<file path="src/rtl/wlsd_pkg.sv">
`default_nettype none

package wlsd_pkg;

  localparam int unsigned RecoverySteps = 5;
  localparam int unsigned RecWidth      = 3;
  localparam int unsigned TickWidth     = 16;
  localparam int unsigned PeriodWidth   = 15;
  localparam int unsigned ShiftWidth    = 4;
  localparam int unsigned CfgIdxWidth   = 2;
  localparam int unsigned DivSteps      = TickWidth;
  localparam int unsigned DivCntWidth   = $clog2(DivSteps);

  // register indexes of the configuration port
  localparam logic [CfgIdxWidth-1:0] CFG_SLACK     = 2'd0;
  localparam logic [CfgIdxWidth-1:0] CFG_PREAMBLE  = 2'd1;
  localparam logic [CfgIdxWidth-1:0] CFG_ERR_SHIFT = 2'd2;
  localparam logic [CfgIdxWidth-1:0] CFG_NO_PERIOD = 2'd3;

  localparam logic [TickWidth-1:0]  SLACK_RST     = 16'd83;
  localparam logic [TickWidth-1:0]  PREAMBLE_RST  = 16'd133;
  localparam logic [ShiftWidth-1:0] ERR_SHIFT_RST = 4'd1;
  localparam logic [TickWidth-1:0]  NO_PERIOD_RST = 16'hFFFF;

  // result status codes
  localparam logic [1:0] ST_SUCCESS      = 2'd0;
  localparam logic [1:0] ST_NULL_PERIOD  = 2'd1;
  localparam logic [1:0] ST_NULL_DELAY   = 2'd2;
  localparam logic [1:0] ST_NO_RECEPTION = 2'd3;

  typedef enum logic [2:0] {
    S_IDLE,
    S_EVAL,
    S_DIV,
    S_FIN,
    S_EMIT
  } wlsd_state_e;

  typedef struct packed {
    logic load;
    logic eval;
    logic step;
    logic finish;
    logic emit;
  } wlsd_cmd_t;

  typedef struct packed {
    logic early;
    logic need_div;
    logic div_last;
  } wlsd_sts_t;

endpackage

`default_nettype wire

</file>
<file path="src/rtl/wlsd_ctrl.sv">
`default_nettype none

module wlsd_ctrl (
  input  wire logic               clk_i,
  input  wire logic               rst_ni,
  input  wire logic               in_valid_i,
  output logic                    in_stall_o,
  output logic                    out_valid_o,
  input  wire logic               out_stall_i,
  input  wire wlsd_pkg::wlsd_sts_t sts_i,
  output wlsd_pkg::wlsd_cmd_t     cmd_o
);

  wlsd_pkg::wlsd_state_e state_q, state_d;
  logic out_valid_q, out_valid_d;
  logic out_free;

  assign out_free    = !out_valid_q || !out_stall_i;
  assign in_stall_o  = (state_q != wlsd_pkg::S_IDLE);
  assign out_valid_o = out_valid_q;

  always_comb begin
    state_d = state_q;
    unique case (state_q)
      wlsd_pkg::S_IDLE: begin
        if (in_valid_i) state_d = wlsd_pkg::S_EVAL;
      end
      wlsd_pkg::S_EVAL: begin
        if (sts_i.early)         state_d = wlsd_pkg::S_EMIT;
        else if (sts_i.need_div) state_d = wlsd_pkg::S_DIV;
        else                     state_d = wlsd_pkg::S_FIN;
      end
      wlsd_pkg::S_DIV: begin
        if (sts_i.div_last) state_d = wlsd_pkg::S_FIN;
      end
      wlsd_pkg::S_FIN: begin
        state_d = wlsd_pkg::S_EMIT;
      end
      wlsd_pkg::S_EMIT: begin
        if (out_free) state_d = wlsd_pkg::S_IDLE;
      end
      default: state_d = wlsd_pkg::S_IDLE;
    endcase
  end

  always_comb begin
    cmd_o        = '0;
    cmd_o.load   = (state_q == wlsd_pkg::S_IDLE) && in_valid_i;
    cmd_o.eval   = (state_q == wlsd_pkg::S_EVAL);
    cmd_o.step   = (state_q == wlsd_pkg::S_DIV);
    cmd_o.finish = (state_q == wlsd_pkg::S_FIN);
    cmd_o.emit   = (state_q == wlsd_pkg::S_EMIT) && out_free;
  end

  always_comb begin
    out_valid_d = out_valid_q;
    if (out_valid_q && !out_stall_i) out_valid_d = 1'b0;
    if (cmd_o.emit) out_valid_d = 1'b1;
  end

  always_ff @(posedge clk_i or negedge rst_ni) begin
    if (!rst_ni) begin
      state_q     <= wlsd_pkg::S_IDLE;
      out_valid_q <= 1'b0;
    end else begin
      state_q     <= state_d;
      out_valid_q <= out_valid_d;
    end
  end

endmodule

`default_nettype wire

</file>
<file path="src/rtl/wlsd_dp.sv">
`default_nettype none

module wlsd_dp (
  input  wire logic                                      clk_i,
  input  wire logic                                      rst_ni,
  input  wire logic                                      cfg_we_i,
  input  wire logic [wlsd_pkg::CfgIdxWidth-1:0]          cfg_idx_i,
  input  wire logic [wlsd_pkg::TickWidth-1:0]            cfg_data_i,
  input  wire logic                                      action_i,
  input  wire logic [wlsd_pkg::TickWidth-1:0]            captured_ticks_i,
  input  wire logic [wlsd_pkg::TickWidth-1:0]            rx_period_i,
  input  wire logic [wlsd_pkg::PeriodWidth-1:0]          tx_period_i,
  input  wire logic [wlsd_pkg::PeriodWidth-1:0]          drift_error_i,
  input  wire wlsd_pkg::wlsd_cmd_t                       cmd_i,
  output wlsd_pkg::wlsd_sts_t                            sts_o,
  output logic [1:0]                                     status_o,
  output logic [wlsd_pkg::TickWidth-1:0]                 compare_value_o
);

  localparam int unsigned TW = wlsd_pkg::TickWidth;
  localparam int unsigned PW = wlsd_pkg::PeriodWidth;

  // configuration
  logic [TW-1:0]                    slack_q, preamble_q, no_period_q;
  logic [wlsd_pkg::ShiftWidth-1:0]  err_shift_q;

  always_ff @(posedge clk_i or negedge rst_ni) begin
    if (!rst_ni) begin
      slack_q     <= wlsd_pkg::SLACK_RST;
      preamble_q  <= wlsd_pkg::PREAMBLE_RST;
      err_shift_q <= wlsd_pkg::ERR_SHIFT_RST;
      no_period_q <= wlsd_pkg::NO_PERIOD_RST;
    end else if (cfg_we_i) begin
      unique case (cfg_idx_i)
        wlsd_pkg::CFG_SLACK:     slack_q     <= cfg_data_i;
        wlsd_pkg::CFG_PREAMBLE:  preamble_q  <= cfg_data_i;
        wlsd_pkg::CFG_ERR_SHIFT: err_shift_q <= cfg_data_i[wlsd_pkg::ShiftWidth-1:0];
        wlsd_pkg::CFG_NO_PERIOD: no_period_q <= cfg_data_i;
        default: ;
      endcase
    end
  end

  // latched input word
  logic          act_q;
  logic [TW-1:0] cap_q, rx_q;
  logic [PW-1:0] tx_q, drift_q;

  always_ff @(posedge clk_i) begin
    if (cmd_i.load) begin
      act_q   <= action_i;
      cap_q   <= captured_ticks_i;
      rx_q    <= rx_period_i;
      tx_q    <= tx_period_i;
      drift_q <= drift_error_i;
    end
  end

  // synchronizer state
  logic [TW-1:0]                 offset_q, offset_d;
  logic                          flag_q, flag_d;
  logic [wlsd_pkg::RecWidth-1:0] rec_q, rec_d;
  logic [TW-1:0]                 terr_q, terr_d;

  // remainder unit and pending result
  logic [PW-1:0]                    rem_q, rem_d;
  logic [TW-1:0]                    dvd_q, dvd_d;
  logic [wlsd_pkg::DivCntWidth-1:0] cnt_q, cnt_d;
  logic                             fold_neg_q, fold_neg_d, fold_pos_q, fold_pos_d;
  logic [1:0]                       res_st_q, res_st_d;
  logic [TW-1:0]                    res_cmp_q, res_cmp_d;

  // listen step, before folding
  logic [PW-1:0]  half;
  logic [TW-1:0]  half_diff;
  logic [TW:0]    twice;
  logic           beats_twice;
  logic [TW-1:0]  offs_pre;
  logic           pre_neg, pre_pos;
  logic [TW-1:0]  dividend;
  logic [TW-1:0]  r_sh;
  logic [TW-1:0]  folded;
  logic [TW-1:0]  cmp;
  logic [TW-1:0]  cmp_diff;

  assign half        = cap_q[TW-1:1];
  assign half_diff   = {1'b0, half} - preamble_q;
  assign twice       = {2'b00, drift_q} << 1;
  assign beats_twice = !offset_q[TW-1] && ({1'b0, offset_q} > twice);

  always_comb begin
    if (flag_q) begin
      if (rx_q < no_period_q) offs_pre = offset_q + {1'b0, tx_q} - rx_q;
      else                    offs_pre = offset_q;
    end else begin
      offs_pre = offset_q - twice[TW-1:0];
    end
  end

  assign pre_neg  = offs_pre[TW-1];
  assign pre_pos  = !offs_pre[TW-1] && (offs_pre > {1'b0, tx_q});
  assign dividend = pre_neg ? (TW'(0) - offs_pre) : (offs_pre - TW'(1));

  assign sts_o.early = act_q || (tx_q == '0) ||
                       (!flag_q && ((rec_q == '0) || !beats_twice));
  assign sts_o.need_div = pre_neg || pre_pos;
  assign sts_o.div_last = (cnt_q == '0);

  assign r_sh = {rem_q, dvd_q[TW-1]};

  always_comb begin
    if (fold_neg_q)      folded = (rem_q == '0) ? '0 : {1'b0, tx_q - rem_q};
    else if (fold_pos_q) folded = {1'b0, rem_q + PW'(1)};
    else                 folded = offset_q;
  end

  // offset*8 plus error, 16-bit wrap
  assign cmp      = {folded[TW-4:0], 3'b000} + terr_q;
  assign cmp_diff = cmp - slack_q;

  always_comb begin
    offset_d   = offset_q;
    flag_d     = flag_q;
    rec_d      = rec_q;
    terr_d     = terr_q;
    rem_d      = rem_q;
    dvd_d      = dvd_q;
    cnt_d      = cnt_q;
    fold_neg_d = fold_neg_q;
    fold_pos_d = fold_pos_q;
    res_st_d   = res_st_q;
    res_cmp_d  = res_cmp_q;

    if (cmd_i.eval) begin
      res_cmp_d = '0;
      if (act_q) begin
        if ({1'b0, half} > preamble_q) terr_d = half_diff >> err_shift_q;
        else                           terr_d = '0;
        flag_d   = 1'b1;
        res_st_d = wlsd_pkg::ST_SUCCESS;
      end else if (tx_q == '0) begin
        res_st_d = wlsd_pkg::ST_NULL_PERIOD;
      end else begin
        if (flag_q) begin
          flag_d = 1'b0;
          rec_d  = wlsd_pkg::RecWidth'(wlsd_pkg::RecoverySteps);
        end else begin
          terr_d = '0;
          rec_d  = rec_q - 1'b1;
        end
        if (!flag_q && rec_q == '0) begin
          offset_d = '0;
          rec_d    = rec_q;
          res_st_d = wlsd_pkg::ST_NO_RECEPTION;
        end else if (!flag_q && !beats_twice) begin
          offset_d = '0;
          rec_d    = '0;
          res_st_d = wlsd_pkg::ST_NULL_DELAY;
        end else begin
          offset_d   = offs_pre;
          fold_neg_d = pre_neg;
          fold_pos_d = pre_pos;
          rem_d      = '0;
          dvd_d      = dividend;
          cnt_d      = wlsd_pkg::DivCntWidth'(wlsd_pkg::DivSteps - 1);
        end
      end
    end

    // one remainder bit a cycle
    if (cmd_i.step) begin
      if (r_sh >= {1'b0, tx_q}) rem_d = PW'(r_sh - {1'b0, tx_q});
      else                      rem_d = r_sh[PW-1:0];
      dvd_d = dvd_q << 1;
      cnt_d = cnt_q - 1'b1;
    end

    if (cmd_i.finish) begin
      if (cmp > slack_q) begin
        offset_d  = {3'b000, cmp_diff[TW-1:3]};
        res_st_d  = wlsd_pkg::ST_SUCCESS;
        res_cmp_d = cmp_diff;
      end else begin
        offset_d  = folded;
        res_st_d  = wlsd_pkg::ST_NULL_DELAY;
        res_cmp_d = '0;
      end
    end
  end

  always_ff @(posedge clk_i or negedge rst_ni) begin
    if (!rst_ni) begin
      offset_q <= '0;
      flag_q   <= 1'b0;
      rec_q    <= '0;
      terr_q   <= '0;
      cnt_q    <= '0;
    end else begin
      offset_q <= offset_d;
      flag_q   <= flag_d;
      rec_q    <= rec_d;
      terr_q   <= terr_d;
      cnt_q    <= cnt_d;
    end
  end

  always_ff @(posedge clk_i) begin
    rem_q      <= rem_d;
    dvd_q      <= dvd_d;
    fold_neg_q <= fold_neg_d;
    fold_pos_q <= fold_pos_d;
    res_st_q   <= res_st_d;
    res_cmp_q  <= res_cmp_d;
    if (cmd_i.emit) begin
      status_o        <= res_st_q;
      compare_value_o <= res_cmp_q;
    end
  end

endmodule

`default_nettype wire

</file>
<file path="src/rtl/wakeup_listen_sync_delay_core.sv">
`default_nettype none

// Receiver-side wake-up synchronizer. Each input word is either a captured sync
// timing value (action 1) or a listen step (action 0); every word yields exactly
// one result word with a status and a timer compare value. A capture, a listen
// step with a null sender period, and a listen step that ends in recovery
// failure or lost sync pass through the evaluate state and then the emit
// state. A listen step that needs no folding passes through the evaluate,
// finish and emit states. A listen step whose offset must be folded into the
// sender period also passes through the divide state between evaluate and
// finish: the fold runs on a bit-serial remainder unit that produces one bit
// per cycle. One word is in flight at a time; the output register lets the
// next word be accepted while the previous result still waits downstream.
// Configuration must be written only while the block is idle; the block
// itself does not enforce this.
module wakeup_listen_sync_delay_core (
  input  wire logic                                 clk_i,
  input  wire logic                                 rst_ni,
  input  wire logic                                 cfg_we_i,
  input  wire logic [wlsd_pkg::CfgIdxWidth-1:0]     cfg_idx_i,
  input  wire logic [wlsd_pkg::TickWidth-1:0]       cfg_data_i,
  input  wire logic                                 in_valid_i,
  output logic                                      in_stall_o,
  input  wire logic                                 action_i,
  input  wire logic [wlsd_pkg::TickWidth-1:0]       captured_ticks_i,
  input  wire logic [wlsd_pkg::TickWidth-1:0]       rx_period_i,
  input  wire logic [wlsd_pkg::PeriodWidth-1:0]     tx_period_i,
  input  wire logic [wlsd_pkg::PeriodWidth-1:0]     drift_error_i,
  output logic                                      out_valid_o,
  input  wire logic                                 out_stall_i,
  output logic [1:0]                                status_o,
  output logic [wlsd_pkg::TickWidth-1:0]            compare_value_o
);

  wlsd_pkg::wlsd_cmd_t cmd;
  wlsd_pkg::wlsd_sts_t sts;

  wlsd_ctrl u_ctrl (
    .clk_i       (clk_i),
    .rst_ni      (rst_ni),
    .in_valid_i  (in_valid_i),
    .in_stall_o  (in_stall_o),
    .out_valid_o (out_valid_o),
    .out_stall_i (out_stall_i),
    .sts_i       (sts),
    .cmd_o       (cmd)
  );

  wlsd_dp u_dp (
    .clk_i            (clk_i),
    .rst_ni           (rst_ni),
    .cfg_we_i         (cfg_we_i),
    .cfg_idx_i        (cfg_idx_i),
    .cfg_data_i       (cfg_data_i),
    .action_i         (action_i),
    .captured_ticks_i (captured_ticks_i),
    .rx_period_i      (rx_period_i),
    .tx_period_i      (tx_period_i),
    .drift_error_i    (drift_error_i),
    .cmd_i            (cmd),
    .sts_o            (sts),
    .status_o         (status_o),
    .compare_value_o  (compare_value_o)
  );

endmodule

`default_nettype wire

</file>
<file path="config.mk">
export PLATFORM = sky130hd
export DESIGN_NAME = wakeup_listen_sync_delay_core
export DESIGN_NICKNAME = d
export VERILOG_FILES = /design/src/rtl/wlsd_pkg.sv /design/src/rtl/wlsd_ctrl.sv /design/src/rtl/wlsd_dp.sv /design/src/rtl/wakeup_listen_sync_delay_core.sv
export SDC_FILE = /design/constraint.sdc
export NUM_CORES = 1
export LEC_CHECK = 0
export ABC_AREA = 1
export BUFFER_PORTS_ARGS = -buffer_cell sky130_fd_sc_hd__buf_2
export CAP_MARGIN = 20
export CELL_PAD_IN_SITES_DETAIL_PLACEMENT = 0
export CELL_PAD_IN_SITES_GLOBAL_PLACEMENT = 1
export CORE_ASPECT_RATIO = 1.75
export CORE_MARGIN = 5
export CORE_UTILIZATION = 47
export CTS_CLUSTER_DIAMETER = 60
export DETAILED_ROUTE_END_ITERATION = 10
export MAX_ROUTING_LAYER = met4
export PLACE_DENSITY_LB_ADDON = 0.1
export SKIP_CTS_REPAIR_TIMING = 1
export SYNTH_ARGS = -nofsm -noshare
export SYNTH_HDL_FRONTEND = slang
export SYNTH_SLANG_ARGS = --single-unit
</file>
<file path="constraint.sdc">
create_clock -name clk_i -period 5.4 [get_ports clk_i]
set_clock_uncertainty 0.05 [all_clocks]
set_input_delay 0.54 -clock clk_i [delete_from_list [all_inputs] [get_ports clk_i]]
set_output_delay 0.54 -clock clk_i [all_outputs]
set_load 0.1 [all_outputs]
</file>
Word-level counts from Yosys, hierarchy flattened
Cells that the tools add are included.
W data, S select, Z words.
Storage, ports and cells
  flip-flop bits (word level): 228
  bits in latches: 0
  memory bits (writable): 0
  memory bits (read-only): 0
  bits of input ports: 86
  output and inout bits: 20
  word-level logic and storage cells: 170
  memories kept: 0
Operators by class
  add/sub/neg operators: 13
  $mul: 0
  div/mod/pow operators: 0
  $lt $le $gt $ge: 6
  eq/ne operators: 19
  shift operators: 1
  mux-type cells: 58
  bitwise logic cells: 4
  reductions and logical operators: 43
Operators by type and width (number)
  $mux W16: 25
  $mux W15: 8
  $sub A16 B16 Y16: 3
  $gt A16 B16 Y1: 2
  $logic_not A15 Y1: 2
  $sub A15 B15 Y15: 2
  $mux W4: 6
  $mux W3: 6
  $add A16 B15 Y16: 1
  $add A16 B16 Y16: 1
  $ge A16 B15 Y1: 1
  $gt A15 B16 Y1: 1
  $gt A16 B15 Y1: 1
  $lt A16 B16 Y1: 1
  $shr A16 B4 Y16: 1
  $sub A1 B16 Y16 const A: 1
  $sub A15 B16 Y16: 1
  $sub A16 B1 Y16 const B: 1
  $add A15 B1 Y15 const B: 1
  $pmux W3 S5: 1
  $mux W2: 7
  $ne A2 B2 Y1 const B: 7
  $reduce_and A2 Y1: 6
  $reduce_and A5 Y1: 2
  22 further kinds: 56

Depth between registers and ports, before layout
  depth after elaboration: 12
  depth in mapped cells: 38
  gate-level depth less buffers: 38

Modules after synthesis
From an unflattened synthesis, not the netlist that was laid out.
Unflattened totals
  cell total of the unflattened synthesis: 2152
  area, all modules: 16933.7 um^2
Modules (own cells, without submodules)
  wlsd_dp: times used 1, cells each 2114, area an instance 16687.3 um^2
  wlsd_ctrl: times used 1, cells each 38, area an instance 246.5 um^2

Worst setup path after synthesis
Ideal clock, no wire load.
  kind: register -> register
  from: reg u_dp.rem_q[0]
  to: reg u_dp.offset_q[7]
  library setup time: 0.088 ns
  data arrival time: 4.595 ns
  required time: 5.262 ns
  setup slack: 0.667 ns
  stages on the path, launching flop included: 35
  buffers on the path: 1
  cell sequence: edfxtp_1 > ha_1 > fa_1 > nand3b_1 > nand2_1 > nand2_1 > nand2_1 > a21oi_1 > nand2_1 > nand2_1 > o21ai_0 > o221ai_1 > inv_1 > ha_1 > nand2_1 > o21ai_0 > a21oi_1 > nor2_1 > nor2_1 > o21bai_1 > nand2_1 > nand2_1 > a21oi_1 > xor2_1 > inv_1 > ha_1 > nand4_1 > inv_1 > nand4_1 > nand2_1 > nand2_1 > inv_1 > buf_2 > a21oi_1 > a32oi_1
On the way
  cells in the longest elaborated chain, start to end: 7
RTL lines
  start, declared: RTL line wlsd_dp.sv:66  | logic [PW-1:0] rem_q, rem_d;
  start signal, assigned: RTL line wlsd_dp.sv:208  | rem_q <= rem_d;
  $add A15 B1 Y15, or another cell as far along: RTL line wlsd_dp.sv:113  | else if (fold_pos_q) folded = {1'b0, rem_q + PW'(1)};
  $mux W16 / $mux W15 (equally long branches): RTL line wlsd_dp.sv:113, wlsd_dp.sv:112
  $mux W16 *: RTL line wlsd_dp.sv:112  | if (fold_neg_q) folded = (rem_q == '0) ? '0 : {1'b0, tx_q - rem_q};
  $add A16 B16 Y16: RTL line wlsd_dp.sv:118  | assign cmp = {folded[TW-4:0], 3'b000} + terr_q;
  $sub A16 B16 Y16 / $gt A16 B16 Y1 (equally long branches): RTL line wlsd_dp.sv:119, wlsd_dp.sv:179
  $mux W16 *: RTL line wlsd_dp.sv:179  | if (cmp > slack_q) begin
  $mux W16 *: RTL line wlsd_dp.sv:178  | if (cmd_i.finish) begin
  end signal, assigned: RTL line wlsd_dp.sv:199  | offset_q <= offset_d;
  end, declared: RTL line wlsd_dp.sv:60  | logic [TW-1:0] offset_q, offset_d;
Mark *: on every way between the ends. The rest lies on a longest branch, timed or not. The select of a mux whose other input is x is not followed.
A chain may end at the register's enable or synchronous reset.

Final worst setup path
  from: reg u_dp.rem_q[0]
  to: reg u_dp.offset_q[2]
The elaborated chain is that of the path after synthesis.

==> results_dict.tcl <==
set metrics [dict create \
    syn_avg_cell_area_um2 7.87 \
    start_kind "flip-flop" \
    fp-row-count 91 \
    synth_enable_flop_cells 130 \
    syn2layout_area_growth_pct 16.0 \
    hold_slack_ns -0.00561 \
    power_density_nw_per_um2 737 \
    grt_pass1_vias 15018 \
    layout_min_cycle_time_ns 5.06 \
    start_util 0.475 \
    synth_flop_cell "edfxtp_1" \
    wl_per_cell_um 20.5 \
    drtIter0Drc 715 \
    cp_max_fo 13 \
    cts.htree.levels 1 \
    path_common_cell "nand2_1" \
    drt-met1-wl_um 19500 \
    tightest_slew_ns 1.06 \
    dp_slack_ns -0.116 \
    ff_latch_area_um2 6360 \
    critPathSlowestCell "edfxtp_1" \
    routed.top_layer "met4" \
    syn_nets 2376 \
    final-instance-count-excl-fill 2797 \
    ys_seq_area_frac 0.379 \
    finalHoldViolations 3 \
    multi_input_area_um2 9080 \
    yosysTopAreaCellShare 0.233 \
    grt_max_degree 57 \
    yosys_register_bits 227 \
    timing_worst_setup_path_type "reg2reg" \
    overflow 0 \
    synthArstFlopShare 0.423 \
    grt_usage 0.289 \
    synth_area_leaders "edfxtp_1, nand2_1, dfrtp_1" \
    synthCells 2130 \
    fmax_mhz 198 \
    required_ns 5.79 \
    synth_top_area_cell "edfxtp_1" \
    met2_wirelength_um 30900 \
    cts_buffer_depth 3 \
    leakage_nw 9.63 \
    dp_hpwl_um 47000 \
    numCtsBuffers 25 \
    slew_viol_final 0 \
    setup-violations-final 0 \
    nNetsFinal 2559 \
    dr.pass1.iters 5 \
    ios 106 \
    place_inst 2745 \
    portBuffers 104 \
    yosysWarnings 0 \
    violations "negative hold slack" \
    num-fill-cells 3483 \
    antenna_found_initial 0 \
    fin_ws_ns 0.337 \
    drtAntennaViolNets 0 \
    num_vias 14862 \
    antenna_cells 0 \
    drt_drc_violations_left 0 \
    crit_family "adder cells" \
    fin_setup_tns_ns 0 \
    clock-sinks 227 \
    finalCritPeriodShare 0.938 \
    synth.distinct_cells 62 \
    fp.dieW_um 153 \
    cts_tree "built" \
    clk_pin_slew_ns 0.07 \
    totalWireLength_um 57200 \
    grt_first_pass_wirelength_um 85100 \
    hp-class "in2async" \
    maxCapViolations 0 \
    slew-limit-headroom 0.291 \
    root_buffer "clkbuf_16" \
    gp_congestion 0.998 \
    status "complete, but fails checks" \
    crit_buf_inv 6 \
    power.total_mw 14.3 \
    syn_area_um2 16800 \
    fp.dieH_um 260 \
    slowest_delay_ns 0.43 \
    peakVddDrop_v 0.000320 \
    vias_per_cell 5.31 \
    insertion_delay_ns 0.57 \
    end_kind "flip-flop" \
    die-area_um2 39700 \
    drive_gt1_frac 0.155 \
    dr_wl_met3_um 2030 \
    core_um2 35300 \
    cp.arrival_ns 5.45 \
]
[worst register-to-register path, delay by kind of cell (launching register included)]
family | cells | cell delay (ns)
fa+ha+maj | 4 | 1.24
xor+xnor | 2 | 0.54
buf+inv | 6 | 0.76
compound gates | 5 | 0.69
simple gates | 13 | 1.26
flops | 1 | 0.43
[synthesized netlist by cell type, types with 3 or more instances]
cell type and n:
nand2_1 544, edfxtp_1 130, fa_1 21, nor2_1 99
o211ai_1 14, nor2_2 3, clkbuf_1 23, nand4_1 23
a31oi_1 8, nor2_4 5, a211oi_1 7, nand2_2 18
a21oi_1 145, o21bai_1 6, o21a_1 4, inv_2 5
a21oi_2 10, o21ai_2 3, dfstp_2 24, o22ai_1 6
inv_1 350, xnor2_1 25, a21o_1 10, xor2_1 49
o221ai_1 4, ha_1 139, nand3_2 7, a22oi_1 5
and3_1 3, nand3_1 131, dfrtp_1 72, nor4_1 9
o21ai_1 11, nand3b_1 6, a21boi_0 5, o21ai_0 144
nor3_1 18, or2_2 6, buf_2 6, nand2_4 4
[cell type report]
class | instances | share of cell area
multi-input combinational | 1509 | 0.467
sequential | 227 | 0.327
inverter | 358 | 0.0693
timing repair buffer | 192 | 0.0619
clock buffer | 29 | 0.0346
tap | 465 | 0.0299
clock inverter | 17 | 0.0104
[worst paths after layout]
path | depth (start not counted) | slack [ns] | end | from
worst min register to register | 0 | 0.37 | u_dp.compare_value_o[0] | u_dp.res_cmp_q[0]
worst min-delay path | 1 | -0.006 | u_dp.slack_q[2] | rst_ni
min in group clk_i | 1 | 0.09 | u_dp.drift_q[4] | drift_error_i[4]
worst max-delay path | 30 | 0.34 | u_dp.offset_q[2] | u_dp.rem_q[0]
worst max register to register | 30 | 0.34 | u_dp.offset_q[2] | u_dp.rem_q[0]
max in group asynchronous | 2 | 4.20 | u_dp.preamble_q[2] | rst_ni
[registers in the layout, summed over array words and instances (netlist names)]
| signal | flops |
|---|---|
| u_dp.res_st_q | 2 |
| u_ctrl.out_valid_o | 1 |
| u_dp.flag_q | 1 |
| u_dp.dvd_q | 16 |
| u_dp.preamble_q | 16 |
| u_dp.fold_pos_q | 1 |
| u_dp.cap_q | 15 |
| u_dp.terr_q | 16 |
| u_dp.err_shift_q | 4 |
| u_dp.rx_q | 16 |
| u_dp.res_cmp_q | 16 |
| u_dp.status_o | 2 |
| u_dp.fold_neg_q | 1 |
| u_dp.drift_q | 15 |
| u_dp.cnt_q | 4 |
| u_ctrl.state_q | 3 |
| u_dp.rem_q | 15 |
| u_dp.tx_q | 15 |
| u_dp.offset_q | 16 |
| u_dp.act_q | 1 |
| u_dp.rec_q | 3 |
| u_dp.no_period_q | 16 |
| u_dp.compare_value_o | 16 |
| u_dp.slack_q | 16 |
[logic make-up (layout without fill, tap and decap cells)]
family                     after synthesis  in the layout  synth area share
AOI/OAI and AO/OA                      394            394             0.134
xor gates and xnor gates                74             74            0.0387
adders and majority gates              160            160             0.129
buffers and inverters                  394            596            0.0912
DFF                                    227            227             0.379
muxes                                    1              1          0.000597
and+or+nand+nor                        880            880             0.227
[cell usage in the layout (no fill, tap or decap), drive strengths merged, types with 5 or more instances in the layout]
master,netlist,routed
o21ai,158,158
xnor2,25,25
clkinv,2,8
a211oi,7,7
a21boi,6,6
fa,21,21
nor3,19,19
o211ai,14,14
o21bai,6,6
nand4,23,23
clkbuf,24,29
dfrtp,72,72
edfxtp,130,130
o22ai,6,6
a21oi,156,156
buf,12,192
nand3,138,138
inv,356,362
dfstp,24,24
a22oi,5,5
nor4,10,10
or2,6,6
a31oi,8,8
ha,139,139
nand3b,6,6
xor2,49,49
a21o,10,10
nor2,108,108
nand2,566,566
[power breakdown]
part	internal [mW]	switching, mW
Sequential	2.43	0.370
Combinational	3.31	6.35
Clock	1.06	0.797
Total	6.80	7.52
[stage by stage]
step | area (um^2) | util
5_1_grt | 19400 | 0.551
2_1_floorplan | 16800 | -
3_3_place_gp | 18300 | 0.519
6_report | 19400 | 0.551
3_5_place_dp | 18300 | 0.519
4_1_cts | 19200 | 0.544
[per-layer routing]
| metal | up-vias | global-route usage |
|---|---|---|
| met5 | - | - |
| met4 | 0 | 0.190 |
| met3 | 155 | 0.0310 |
| met2 | 354 | 0.550 |
| met1 | 6952 | 0.272 |
| li1 | 7401 | - |
Note: power is estimated with default switching activity, not from simulation.
